<file path="config.mk">
export PLATFORM = sky130hd
export DESIGN_NAME = valve_bang_bang_positioner_core
export DESIGN_NICKNAME = d
export VERILOG_FILES = /design/src/rtl/core/vbb_pkg.sv /design/src/rtl/core/vbb_cfg_regs.sv /design/src/rtl/core/vbb_ctrl.sv /design/src/rtl/core/valve_bang_bang_positioner_core.sv
export VERILOG_INCLUDE_DIRS = /design/src /design/src/rtl/core
export SDC_FILE = /design/constraint.sdc
export NUM_CORES = 1
export LEC_CHECK = 0
export BUFFER_PORTS_ARGS = -buffer_cell sky130_fd_sc_hd__buf_2
export CAP_MARGIN = 10
export CORE_ASPECT_RATIO = 1.75
export CORE_MARGIN = 3
export CORE_UTILIZATION = 55
export CTS_BUF_LIST = sky130_fd_sc_hd__clkbuf_2
export CTS_CLUSTER_DIAMETER = 100
export DETAILED_ROUTE_END_ITERATION = 10
export GPL_TIMING_DRIVEN = 0
export PLACE_DENSITY = 0.76
export SLEW_MARGIN = 20
export SYNTH_ARGS = -nofsm -noshare
export SYNTH_HDL_FRONTEND = slang
export SYNTH_HIERARCHICAL = 1
export SYNTH_SLANG_ARGS = --single-unit
</file>
<file path="constraint.sdc">
create_clock -name clk -period 7.8 [get_ports clk]
set_input_delay 0.39 -clock clk [delete_from_list [all_inputs] [get_ports clk]]
set_output_delay 0.39 -clock clk [all_outputs]
set_load 0.005 [all_outputs]
</file>
<file path="src/rtl/core/assert_macros.svh">
// Assertion macros shared by the positioner RTL; they compile to nothing for synthesis.
`ifndef ASSERT_MACROS_SVH
`define ASSERT_MACROS_SVH
`ifndef SYNTHESIS
// Same-cycle implication: whenever ante holds, cons must hold too.
`define VBB_ASSERT_IMP(label, clk, rst_n, ante, cons) \
    label: assert property (@(posedge clk) disable iff (!rst_n) (ante) |-> (cons)) \
        else $error("same-cycle implication check failed");
// Next-cycle implication: whenever ante holds, cons must hold in the cycle after.
`define VBB_ASSERT_NXT(label, clk, rst_n, ante, cons) \
    label: assert property (@(posedge clk) disable iff (!rst_n) (ante) |=> (cons)) \
        else $error("next-cycle implication check failed");
`else
`define VBB_ASSERT_IMP(label, clk, rst_n, ante, cons)
`define VBB_ASSERT_NXT(label, clk, rst_n, ante, cons)
`endif
`endif

</file>
<file path="src/rtl/core/vbb_pkg.sv">
// Shared types and constants for the valve bang-bang positioner.
package vbb_pkg;

    // Configuration port geometry.
    localparam int CFG_IDX_W  = 3;
    localparam int CFG_DATA_W = 16;

    // Register indexes on the configuration port.
    typedef enum logic [CFG_IDX_W-1:0] {
        REG_TARGET_DEG     = 3'd0,
        REG_ADC_OPEN_END   = 3'd1,
        REG_ADC_CLOSE_END  = 3'd2,
        REG_KICK_WINDOW    = 3'd3,
        REG_STALL_TIMEOUT  = 3'd4,
        REG_MOVE_TIMEOUT   = 3'd5,
        REG_PROGRESS_MIN   = 3'd6,
        REG_END_BAND       = 3'd7
    } cfg_idx_t;

    // Register reset values.
    localparam logic [6:0]  RST_TARGET_DEG    = 7'd0;
    localparam logic [11:0] RST_ADC_OPEN_END  = 12'd2500;
    localparam logic [11:0] RST_ADC_CLOSE_END = 12'd1500;
    localparam logic [15:0] RST_KICK_WINDOW   = 16'd120;
    localparam logic [15:0] RST_STALL_TIMEOUT = 16'd1500;
    localparam logic [15:0] RST_MOVE_TIMEOUT  = 16'd10000;
    localparam logic [11:0] RST_PROGRESS_MIN  = 12'd8;
    localparam logic [11:0] RST_END_BAND      = 12'd60;

    // Drive and status codes.
    typedef enum logic [1:0] {
        DIR_STOP = 2'd0,
        DIR_ACW  = 2'd1,
        DIR_CW   = 2'd2
    } dir_t;

    typedef enum logic [2:0] {
        ST_IDLE    = 3'd0,
        ST_MOVING  = 3'd1,
        ST_REACHED = 3'd2,
        ST_TIMEOUT = 3'd3,
        ST_INVALID = 3'd4,
        ST_STALL   = 3'd5,
        ST_ENDSTOP = 3'd6
    } status_t;

    localparam logic [7:0] DUTY_OFF    = 8'd0;
    localparam logic [7:0] DUTY_TRAVEL = 8'd210;
    localparam logic [7:0] DUTY_BREAK  = 8'd220;

    // Angle thresholds in hundredths of a degree.
    localparam logic [16:0]        TOL_CENTI      = 17'd200;
    localparam logic [16:0]        APPROACH_CENTI = 17'd800;
    localparam logic signed [15:0] OPEN_CENTI     = 16'sd8800;
    localparam logic signed [15:0] CLOSE_CENTI    = 16'sd200;
    localparam logic [6:0]         CENTI_PER_DEG  = 7'd100;

    // Configuration register bank.
    typedef struct packed {
        logic [6:0]  target_deg;
        logic [11:0] adc_open_end;
        logic [11:0] adc_close_end;
        logic [15:0] kick_window_ms;
        logic [15:0] stall_limit_ms;
        logic [15:0] move_limit_ms;
        logic [11:0] progress_min_counts;
        logic [11:0] end_band_counts;
    } cfg_t;

    // One result word.
    typedef struct packed {
        dir_t       drive_dir;
        logic [7:0] drive_duty;
        logic       pulse_mode;
        status_t    status;
        logic       fault_led;
        logic       is_open;
        logic       is_shut;
    } res_t;

endpackage

</file>
<file path="src/rtl/core/vbb_cfg_regs.sv">
// Configuration register bank of the positioner.
module vbb_cfg_regs
    import vbb_pkg::*;
(
    input  logic                  clk,
    input  logic                  rst_n,
    input  logic                  cfg_valid,
    output logic                  cfg_ready,
    input  logic [CFG_IDX_W-1:0]  cfg_index,
    input  logic [CFG_DATA_W-1:0] cfg_data,
    output cfg_t                  cfg
);

    cfg_t cfg_reg;

    // Writes are always accepted.
    assign cfg_ready = 1'b1;
    assign cfg        = cfg_reg;

    // Register writes, truncated to each register's width.
    always_ff @(posedge clk or negedge rst_n)
    begin
        if (!rst_n)
        begin
            cfg_reg.target_deg          <= RST_TARGET_DEG;
            cfg_reg.adc_open_end        <= RST_ADC_OPEN_END;
            cfg_reg.adc_close_end       <= RST_ADC_CLOSE_END;
            cfg_reg.kick_window_ms      <= RST_KICK_WINDOW;
            cfg_reg.stall_limit_ms      <= RST_STALL_TIMEOUT;
            cfg_reg.move_limit_ms       <= RST_MOVE_TIMEOUT;
            cfg_reg.progress_min_counts <= RST_PROGRESS_MIN;
            cfg_reg.end_band_counts     <= RST_END_BAND;
        end
        else if (cfg_valid)
        begin
            unique case (cfg_idx_t'(cfg_index))
                REG_TARGET_DEG:    cfg_reg.target_deg          <= cfg_data[6:0];
                REG_ADC_OPEN_END:  cfg_reg.adc_open_end        <= cfg_data[11:0];
                REG_ADC_CLOSE_END: cfg_reg.adc_close_end       <= cfg_data[11:0];
                REG_KICK_WINDOW:   cfg_reg.kick_window_ms      <= cfg_data;
                REG_STALL_TIMEOUT: cfg_reg.stall_limit_ms      <= cfg_data;
                REG_MOVE_TIMEOUT:  cfg_reg.move_limit_ms       <= cfg_data;
                REG_PROGRESS_MIN:  cfg_reg.progress_min_counts <= cfg_data[11:0];
                REG_END_BAND:      cfg_reg.end_band_counts     <= cfg_data[11:0];
            endcase
        end
    end

endmodule

</file>
<file path="src/rtl/core/vbb_ctrl.sv">
// Move state and per-sample drive decision of the positioner.
module vbb_ctrl
    import vbb_pkg::*;
#(
    parameter int ADC_BITS  = 12,
    parameter int TIME_BITS = 32
)
(
    input  logic                 clk,
    input  logic                 rst_n,
    input  logic                 step,
    input  cfg_t                 cfg,
    input  logic                 start_move,
    input  logic [ADC_BITS-1:0]  adc_sample,
    input  logic [15:0]          angle_centi,
    input  logic [TIME_BITS-1:0] now_ms,
    output res_t                 res
);

    logic                 move_active_reg, move_active_next;
    logic [TIME_BITS-1:0] move_start_ms_reg, move_start_ms_next;
    logic [TIME_BITS-1:0] progress_ms_reg, progress_ms_next;
    logic [ADC_BITS-1:0]  last_progress_adc_reg, last_progress_adc_next;

    logic                 active;
    logic [TIME_BITS-1:0] start_ms;
    logic [TIME_BITS-1:0] lp_ms;
    logic [ADC_BITS-1:0]  lp_adc;
    logic [TIME_BITS-1:0] elapsed;
    logic [TIME_BITS-1:0] idle_time;
    logic [13:0]          target_centi;
    logic signed [17:0]   err;
    logic [16:0]          aerr;
    logic                 kick;
    logic [ADC_BITS-1:0]  open_end;
    logic [ADC_BITS-1:0]  close_end;
    logic [ADC_BITS-1:0]  d_progress;
    logic [ADC_BITS-1:0]  d_open;
    logic [ADC_BITS-1:0]  d_close;
    logic                 moved;
    logic                 stalled;
    logic                 end_zone;
    logic                 done;
    logic [15:0]          open_ext;
    logic [15:0]          close_ext;

    // Absolute difference of two ADC counts.
    function automatic logic [ADC_BITS-1:0] adc_dist(input logic [ADC_BITS-1:0] a,
                                                     input logic [ADC_BITS-1:0] b);
        adc_dist = (a >= b) ? (a - b) : (b - a);
    endfunction

    // A start flag restarts the move with this very sample.
    assign active   = start_move | move_active_reg;
    assign start_ms = start_move ? now_ms : move_start_ms_reg;
    assign lp_ms    = start_move ? now_ms : progress_ms_reg;
    assign lp_adc   = start_move ? adc_sample : last_progress_adc_reg;

    // Elapsed times wrap with the time stamp.
    assign elapsed   = now_ms - start_ms;
    assign idle_time = now_ms - lp_ms;
    assign kick      = elapsed < TIME_BITS'(cfg.kick_window_ms);

    // Angle error in hundredths of a degree.
    assign target_centi = 14'(cfg.target_deg) * 14'(CENTI_PER_DEG);
    assign err  = $signed({4'b0, target_centi}) - 18'(signed'(angle_centi));
    assign aerr = err[17] ? 17'(-err) : 17'(err);

    // Calibrated ends brought to the ADC width.
    assign open_ext  = 16'(cfg.adc_open_end);
    assign close_ext = 16'(cfg.adc_close_end);
    assign open_end  = open_ext[ADC_BITS-1:0];
    assign close_end = close_ext[ADC_BITS-1:0];

    // Progress and stall tests.
    assign d_progress = adc_dist(adc_sample, lp_adc);
    assign d_open     = adc_dist(adc_sample, open_end);
    assign d_close    = adc_dist(adc_sample, close_end);
    assign moved      = 16'(d_progress) >= 16'(cfg.progress_min_counts);
    assign stalled    = idle_time > TIME_BITS'(cfg.stall_limit_ms);
    assign end_zone   = (16'(d_open) < 16'(cfg.end_band_counts)) ||
                        (16'(d_close) < 16'(cfg.end_band_counts));

    // Decision for one sample, in priority order.
    always_comb
    begin
        res                    = '0;
        res.drive_dir          = DIR_STOP;
        res.status             = ST_IDLE;
        res.is_open            = $signed(angle_centi) >= OPEN_CENTI;
        res.is_shut            = $signed(angle_centi) <= CLOSE_CENTI;
        done                   = 1'b0;
        move_start_ms_next     = start_ms;
        progress_ms_next       = lp_ms;
        last_progress_adc_next = lp_adc;

        if (active)
        begin
            if (angle_centi[15])
            begin
                res.status    = ST_INVALID;
                res.fault_led = 1'b1;
                done          = 1'b1;
            end
            else if (aerr <= TOL_CENTI)
            begin
                res.status = ST_REACHED;
                done       = 1'b1;
            end
            else
            begin
                res.drive_dir = err[17] ? DIR_CW : (err == '0 ? DIR_CW : DIR_ACW);
                if (!kick && aerr < APPROACH_CENTI)
                begin
                    res.drive_duty = DUTY_TRAVEL;
                    res.pulse_mode = 1'b1;
                end
                else
                begin
                    res.drive_duty = kick ? DUTY_BREAK : DUTY_TRAVEL;
                end
                res.status = ST_MOVING;

                // Progress tracking; stall checks are held off during the kick.
                if (kick || moved)
                begin
                    last_progress_adc_next = adc_sample;
                    progress_ms_next       = now_ms;
                end
                else if (stalled)
                begin
                    res.status    = end_zone ? ST_ENDSTOP : ST_STALL;
                    res.fault_led = !end_zone;
                    done          = 1'b1;
                end

                // Hard limit on the whole move.
                if (!done && elapsed > TIME_BITS'(cfg.move_limit_ms))
                begin
                    res.status    = ST_TIMEOUT;
                    res.fault_led = 1'b1;
                    done          = 1'b1;
                end
            end

            if (done)
            begin
                res.drive_dir  = DIR_STOP;
                res.drive_duty = DUTY_OFF;
                res.pulse_mode = 1'b0;
            end
        end
    end

    assign move_active_next = active && !done;

    // Move state advances once per processed sample.
    always_ff @(posedge clk or negedge rst_n)
    begin
        if (!rst_n)
        begin
            move_active_reg       <= 1'b0;
            move_start_ms_reg     <= '0;
            progress_ms_reg       <= '0;
            last_progress_adc_reg <= '0;
        end
        else if (step)
        begin
            move_active_reg       <= move_active_next;
            move_start_ms_reg     <= move_start_ms_next;
            progress_ms_reg       <= progress_ms_next;
            last_progress_adc_reg <= last_progress_adc_next;
        end
    end

endmodule

</file>
<file path="src/rtl/core/valve_bang_bang_positioner_core.sv">
// Top level of the valve bang-bang positioner: sample register, decision, result register.
//
// Usage: each input word is one position sample (start_move, adc_sample,
// angle_centi, now_ms), taken when in_valid is high and in_stall is low. Each
// sample yields exactly one result word (drive_dir, drive_duty, pulse_mode,
// status, fault_led, is_open, is_shut), offered with out_valid and taken
// when out_stall is low.
// Path: a taken sample sits in the sample register until the result register
// is free or being taken, and the decision logic then loads the result
// register and raises out_valid. Throughput is one sample per cycle while
// out_stall is low; the decision is a single pass of compares, subtracts and
// a multiply on the sample and the move state.
// While the receiver stalls a held result, one more sample fills the sample
// register, and then in_stall stays high until the result is taken; nothing
// is dropped.
// Configuration writes are accepted every cycle (cfg_ready stays high) and
// must be made only while no sample is in flight.
// Reset clears the pipeline valids and the move state and loads the
// register defaults; the block is ready as soon as reset is released.
module valve_bang_bang_positioner_core
    import vbb_pkg::*;
#(
    parameter int ADC_BITS  = 12,
    parameter int TIME_BITS = 32
)
(
    input  logic                  clk,
    input  logic                  rst_n,
    input  logic                  cfg_valid,
    output logic                  cfg_ready,
    input  logic [CFG_IDX_W-1:0]  cfg_index,
    input  logic [CFG_DATA_W-1:0] cfg_data,
    input  logic                  in_valid,
    output logic                  in_stall,
    input  logic                  start_move,
    input  logic [ADC_BITS-1:0]   adc_sample,
    input  logic [15:0]           angle_centi,
    input  logic [TIME_BITS-1:0]  now_ms,
    output logic                  out_valid,
    input  logic                  out_stall,
    output logic [1:0]            drive_dir,
    output logic [7:0]            drive_duty,
    output logic                  pulse_mode,
    output logic [2:0]            status,
    output logic                  fault_led,
    output logic                  is_open,
    output logic                  is_shut
);

`include "assert_macros.svh"

    cfg_t                 cfg;
    res_t                 res;
    res_t                 out_res_reg;
    logic                 out_valid_reg;
    logic                 s1_valid_reg;
    logic                 s1_start_reg;
    logic [ADC_BITS-1:0]  s1_adc_reg;
    logic [15:0]          s1_angle_reg;
    logic [TIME_BITS-1:0] s1_now_reg;
    logic                 advance;
    logic                 in_take;

    vbb_cfg_regs u_cfg (
        .clk       (clk),
        .rst_n     (rst_n),
        .cfg_valid (cfg_valid),
        .cfg_ready (cfg_ready),
        .cfg_index (cfg_index),
        .cfg_data  (cfg_data),
        .cfg       (cfg)
    );

    // The sample moves on whenever the result register is free or being taken.
    assign advance  = s1_valid_reg && (!out_valid_reg || !out_stall);
    assign in_stall = s1_valid_reg && !advance;
    assign in_take  = in_valid && !in_stall;

    vbb_ctrl #(
        .ADC_BITS  (ADC_BITS),
        .TIME_BITS (TIME_BITS)
    ) u_ctrl (
        .clk         (clk),
        .rst_n       (rst_n),
        .step        (advance),
        .cfg         (cfg),
        .start_move  (s1_start_reg),
        .adc_sample  (s1_adc_reg),
        .angle_centi (s1_angle_reg),
        .now_ms      (s1_now_reg),
        .res         (res)
    );

    // Sample register valid and result register valid.
    always_ff @(posedge clk or negedge rst_n)
    begin
        if (!rst_n)
        begin
            s1_valid_reg  <= 1'b0;
            out_valid_reg <= 1'b0;
        end
        else
        begin
            if (in_take)
                s1_valid_reg <= 1'b1;
            else if (advance)
                s1_valid_reg <= 1'b0;

            if (advance)
                out_valid_reg <= 1'b1;
            else if (!out_stall)
                out_valid_reg <= 1'b0;
        end
    end

    // Sample payload.
    always_ff @(posedge clk)
    begin
        if (in_take)
        begin
            s1_start_reg <= start_move;
            s1_adc_reg   <= adc_sample;
            s1_angle_reg <= angle_centi;
            s1_now_reg   <= now_ms;
        end
    end

    // Result payload.
    always_ff @(posedge clk)
    begin
        if (advance)
            out_res_reg <= res;
    end

    assign out_valid  = out_valid_reg;
    assign drive_dir  = out_res_reg.drive_dir;
    assign drive_duty = out_res_reg.drive_duty;
    assign pulse_mode = out_res_reg.pulse_mode;
    assign status     = out_res_reg.status;
    assign fault_led  = out_res_reg.fault_led;
    assign is_open    = out_res_reg.is_open;
    assign is_shut    = out_res_reg.is_shut;

    // A processed sample always lands in the result register.
    `VBB_ASSERT_NXT(a_advance_loads, clk, rst_n, advance, out_valid_reg)
    // A finished move never leaves the motor driven.
    `VBB_ASSERT_IMP(a_stop_on_end, clk, rst_n,
        out_valid_reg && status != ST_IDLE && status != ST_MOVING,
        drive_dir == DIR_STOP && drive_duty == DUTY_OFF && !pulse_mode)
    // The fault indicator only accompanies timeout, invalid and stall.
    `VBB_ASSERT_IMP(a_fault_codes, clk, rst_n, out_valid_reg && fault_led,
        status == ST_TIMEOUT || status == ST_INVALID || status == ST_STALL)
    // Pulse mode is only used while moving at run duty.
    `VBB_ASSERT_IMP(a_pulse_run, clk, rst_n, out_valid_reg && pulse_mode,
        status == ST_MOVING && drive_duty == DUTY_TRAVEL)

endmodule
</file>
; Word-level counts from Yosys, hierarchy flattened
; Cells that the tools add are included.
[totals]
ff_bits = 260
wordCells = 137
[classes]
addsub = 10
multipliers = 1
magnitude_cmp = 13
eq_ne = 8
n_mux = 41
n_bitwise = 2
n_reduce_logical = 33
[op_table]
columns = operator, count
row1 = 2-to-1 mux 32 bit, 6
row2 = 2-to-1 mux 12 bit, 8
row3 = subtractor 12 bit, 6
row4 = greater-than comparator 32 x 16 -> 1 bit, 2
row5 = subtractor 32 bit, 2
row6 = greater-or-equal comparator 12 bit, 4
row7 = < comparator 32 x 16 -> 1 bit, 1
row8 = < comparator 12 bit, 2
row9 = 2-to-1 mux 4 bit, 5
row10 = logical NOT 18 bit, 1
row11 = "<= comparator 17 x 8 -> 1 bit, second input constant", 1
row12 = "< comparator 17 x 10 -> 1 bit, second input constant", 1
row13 = 2-to-1 mux 17 bit, 1
row14 = negation 17 bit, 1
row15 = subtractor 15 x 16 -> 17 bit, 1
row16 = "greater-or-equal comparator 16 x 15 -> 1 bit, second input constant", 1
row17 = "<= comparator 16 x 9 -> 1 bit, second input constant", 1
row18 = 2-to-1 mux 1 bit, 16
row19 = AND reduction 2 bit, 8
row20 = "== test 3 bit, second input constant", 4
row21 = "multiplier 7 x 5 -> 12 bit, second input constant", 1
row22 = OR reduction 5 bit, 2
row23 = logical NOT 1 bit, 8
row24 = 2-to-1 mux 8 bit, 1
row25 = other kinds (14), 24

; Logic depth before layout (Yosys ltp)
[logic_depth]
ltp_word = 18
depth_mapped = 32
mapped_depth_nobuf = 27

; Cells and area by module
; The synthesis kept the hierarchy.
[modules_own_cells]
columns = mod, n_inst, cells_per_inst, area_each_um2, seq_area_each_um2
row1 = vbb_ctrl, 1, 2141, 15572.4, 1926.8
row2 = vbb_cfg_regs, 1, 228, 4073.9, 2618.8
row3 = valve_bang_bang_positioner_core, 1, 86, 2434.8, 2392.3

; Worst setup path before layout
; Ideal clock, no wire load.
[synth_path]
path_kind = register to register
startpoint = reg s1_start_reg
endpoint = reg out_res_reg (netlist bit drive_duty[6]) (data pin)
arrival_ps = 6091
required_ps = 7549
setup_slack_ps = 1458
path_stages_with_launch = 32
path_buffers = 5
path_cell_list = edfxtp_1 -> clkbuf_1 -> clkbuf_1 -> clkbuf_1 -> a21oi_1 -> inv_1 -> ha_1 -> inv_1 -> fa_1 -> a21o_1 -> a21oi_1 -> o21bai_1 -> a21oi_1 -> o21bai_1 -> a21oi_1 -> nand2_1 -> a31o_2 -> a21oi_1 -> buf_1 -> mux2_2 -> ha_1 -> a21o_1 -> a21o_1 -> a211oi_1 -> o21bai_1 -> a31oi_1 -> o21ai_0 -> a31oi_1 -> o21ai_2 -> o211ai_1 -> inv_1 -> buf_4
[synth_via]
elab_chain_len = 16
[synth_rtl]
columns = element, line
row1 = from (decl), valve_bang_bang_positioner_core.sv:57  ; logic s1_start_reg;
row2 = from (signal assigned), valve_bang_bang_positioner_core.sv:121  ; s1_start_reg <= start_move;
row3 = "parallel branches: the longest is 15 deep, another holds subtractor 32 bit", --
row4 = OR reduction 4 bit (no line) *, --
row5 = to (signal assigned), valve_bang_bang_positioner_core.sv:132  ; out_res_reg <= res;
row6 = to (decl), valve_bang_bang_positioner_core.sv:54  ; res_t out_res_reg;
; Mark *: on every way between the ends. The select of a mux whose other input is x is not followed.
; A chain may end at the register's enable or synchronous reset.

; Final worst setup path
[layout_path]
startpoint = reg s1_start_reg
endpoint = reg out_res_reg (netlist bit fault_led) (data pin)
[layout_via]
elab_chain_len = 14
[layout_rtl]
columns = element
row1 = "parallel branches: the longest is 14 deep, another holds subtractor 32 bit"
; Parallel ways; which one is timed is not known. The select of a mux whose other input is x is not followed.

==> out/qor.yml <==
logic_synthesis:
  synth.area.mux_share_pct: 7.98
  synth-compound-area-share_pct: 20.9
  syn_area_sq_um: 22100
  yosysWarnings: 6
  synthFlopType: "dfrtp_1"
  synthCells: 2455
  ys_ff_latch: 260
  yosys.area_share.simple_pct: 14.8
  synth_top_area_cell: "dfrtp_1"
  synth_adder_area_share_pct: 15.1
  post-synth-top-area-fraction_pct: 16.9
  synth-edff-count: 78
  syn_area_per_cell_sq_um: 8.99
  async_reset_ff_share_pct: 70.0
  synth_top_family_by_area: "compound AO/OA/AOI/OAI gates"
  ys_types: 97
  yosysSeqAreaShare_pct: 31.4
  synth-xor-area-share_pct: 3.57
  ys_top_cells_by_area: "dfrtp_1 17%, ha_1 14%, edfxtp_1 11%"
route:
  drc: 0
  wl_per_cell_microns: 20.8
  vias: 20400
  wirelength_microns: 67800
  drtAntennaViolNets: 0
  avgViaCountPerCell: 6.24
  drtIter0Drc: 1343
  drtPass1Iterations: 6
final_layout:
  largest_register_ff_count: 103
  layout_common_cells: "253 x a21oi_1, 251 x ha_1, 212 x inv_1"
  final_nets: 3065
  final_area_sq_um: 24800
  layout_commonest_cell: "a21oi_1"
  area_growth_pct: 12.4
  drive_above_1_share_pct: 15.3
  fill_cells: 3414
placement:
  numPortBuffers: 99
  postPlaceCellArea_sq_um: 23300
  place_hpwl_microns: 51400
  place_congestion: 0.961
cts:
  cts_tree: "built"
  numCtsBuffers: 66
  cts.clk_slew.worst_paths_ns: 0.13
  htree_levels: 3
  clk-insertion-delay-late_ns: 0.99
  cts_sinks: 260
  cts_max_path_buffers: 3
  root_buffer: "clkbuf_2"
critical_path:
  critPathKind: "flip-flop to flip-flop"
  cp-end-kind: "flip-flop"
  critPathMaxFanout: 10
  worst_ep_required_time_ns: 8.44
  start_kind: "flip-flop"
  crit_arrival_ns: 8.02
timing:
  post-route-period-util_pct: 94.5
  finalMaxSlewViolations: 0
  setup_tns_ns: 0
  max_freq_ghz: 0.136
  rsz0062_at_grt: "no"
  clock_skew_ns: 0.103
  finalHoldViolations: 0
  finalCriticalPeriod_ns: 7.37
  setup_viol: 0
  worstMarginPinSlew_ns: 0.765
  relSlewSlack_pct: 48.4
global_route:
  antenna_found_initial: 1
  grt-ovfl-total: 0
  grt_pass1_vias: 20700
  track_usage_pct: 31.5
  grt_pass1_wl_microns: 106000
  grt_max_degree: 94
pwr:
  max-vdd-ir-drop_uv: 174
  leakagePower_nw: 11.5
  p_per_area_nw_per_um2: 315
hold_path:
  hold_path.class: "input port to flip-flop"
outcome:
  outcome: "completed"
die:
  coreArea_sq_um: 39400
  die_h_microns: 271
  rows: 96
  die-area_sq_um: 42700
  start_util_pct: 56.0
  die_width_microns: 157
  pin_count: 105
flow_run:
  drv_cap: 0
[routing by layer]
layer / wire (microns) / part of all wire, % / global-route usage (%) / vias to the layer above
met5: 0 / 0 / 0 / -
met4: 6120 / 9.0 / 24.8 / 0
met3: 3490 / 5.1 / 5.04 / 303
met2: 34800 / 51 / 55.9 / 819
met1: 23400 / 35 / 32.1 / 9720
li1: - / - / - / 9531
[per-stage QoR]
stage	utilization, %	hold slack [ns]	std cells	total power [mW]	setup slack [ns]
floorplan	-	0.0944	2456	5.58	1.46
global placement	58.9	0.467	3045	6.57	-0.373
detailed placement	59.1	0.440	3049	6.74	-0.478
CTS	63.0	0.00432	3262	7.75	0.276
global route	63.0	0.0648	3263	8.52	0.0228
finish	63.0	0.117	3263	7.82	0.427
[cell families after synthesis]
kind of cell	count (synthesis)
AND/OR/NAND/NOR	651
adder cells (fa/ha/maj)	261
buffers and inverters	323
other	2
multiplexers	159
XOR/XNOR	90
AO/OA/AOI/OAI	709
flip-flops	260
[cell usage after synthesis, drive strengths merged, types with 7 or more instances]
library cell	number
o211a	7
o21a	26
a21boi	9
o31ai	8
mux2	106
nor2	160
o21bai	26
a31oi	17
and3	11
edfxtp	78
nor3	41
xor2	31
a211oi	26
dfstp	33
or3	13
clkbuf	66
nand3	88
o21ai	126
fa	10
nand2b	12
nand4	73
inv	212
buf	44
xnor2	59
ha	251
dfrtp	149
a21oi	253
mux2i	53
and4	7
a21o	85
nor4	7
and2	19
nor2b	25
o2111ai	7
nand2	160
or4	7
o211ai	34
a221oi	18
[final cells by class]
cell class	instances	area [sq um]	area share (%)
multi-input combinational	1873	13800	55.6
clock inverter	29	119	0.479
buffer	109	571	2.30
clock buffer	92	460	1.85
sequential	260	6940	27.9
tap	490	613	2.47
antenna	1	2.50	0.0101
inverter	213	800	3.22
timing repair buffer	196	1520	6.13
[worst paths after layout]
kind | start | endpoint | slack, ns | cells past startpoint
setup / recovery | s1_start_reg | fault_led | 0.43 | 24
hold / removal | now_ms[30] | s1_now_reg[30] | 0.12 | 2
setup reg to reg | s1_start_reg | fault_led | 0.43 | 24
hold reg to reg | u_cfg/cfg[68] | u_cfg/cfg[68] | 0.51 | 1
max in group asynchronous | rst_n | u_ctrl/progress_ms_reg[28] | 6.17 | 5
min in group asynchronous | rst_n | u_ctrl/progress_ms_reg[2] | 0.67 | 4
[power by group]
group,internal [mW],switching [mW]
Clock,0.323,0.616
Combinational,2.01,2.95
Sequential,1.73,0.196
[worst max-delay path: stages, from the launching register on]
cell and delay (ns):
edfxtp_1 0.51, clkbuf_2 0.29, clkbuf_2 0.30, buf_1 0.40
a21oi_1 0.13, ha_1 0.35, and2_1 0.17, a221oi_1 0.59
nand2_1 0.17, a21o_1 0.22, a21o_1 0.19, a21oi_1 0.16
o21bai_1 0.09, xor2_1 0.15, ha_1 0.30, a21oi_1 0.12
o21ai_0 0.14, a2111oi_0 0.49, o31ai_1 0.13, o21ai_0 0.37
o211a_1 0.23, nand4_1 0.17, nor4_4 0.61, o21ai_1 0.12
a221oi_1 0.64
[what timing repair did]
action | 4_1_cts | 5_1_grt
resized for setup | 3 | 7
pin swaps | 1 | 0
buffers inserted | 3 | 0
hold buffers | 90 | 0
endpoints found under the hold margin | 378 | 0
endpoints found under the setup margin | 43 | 33
Note: power is estimated with default switching activity, not from simulation.
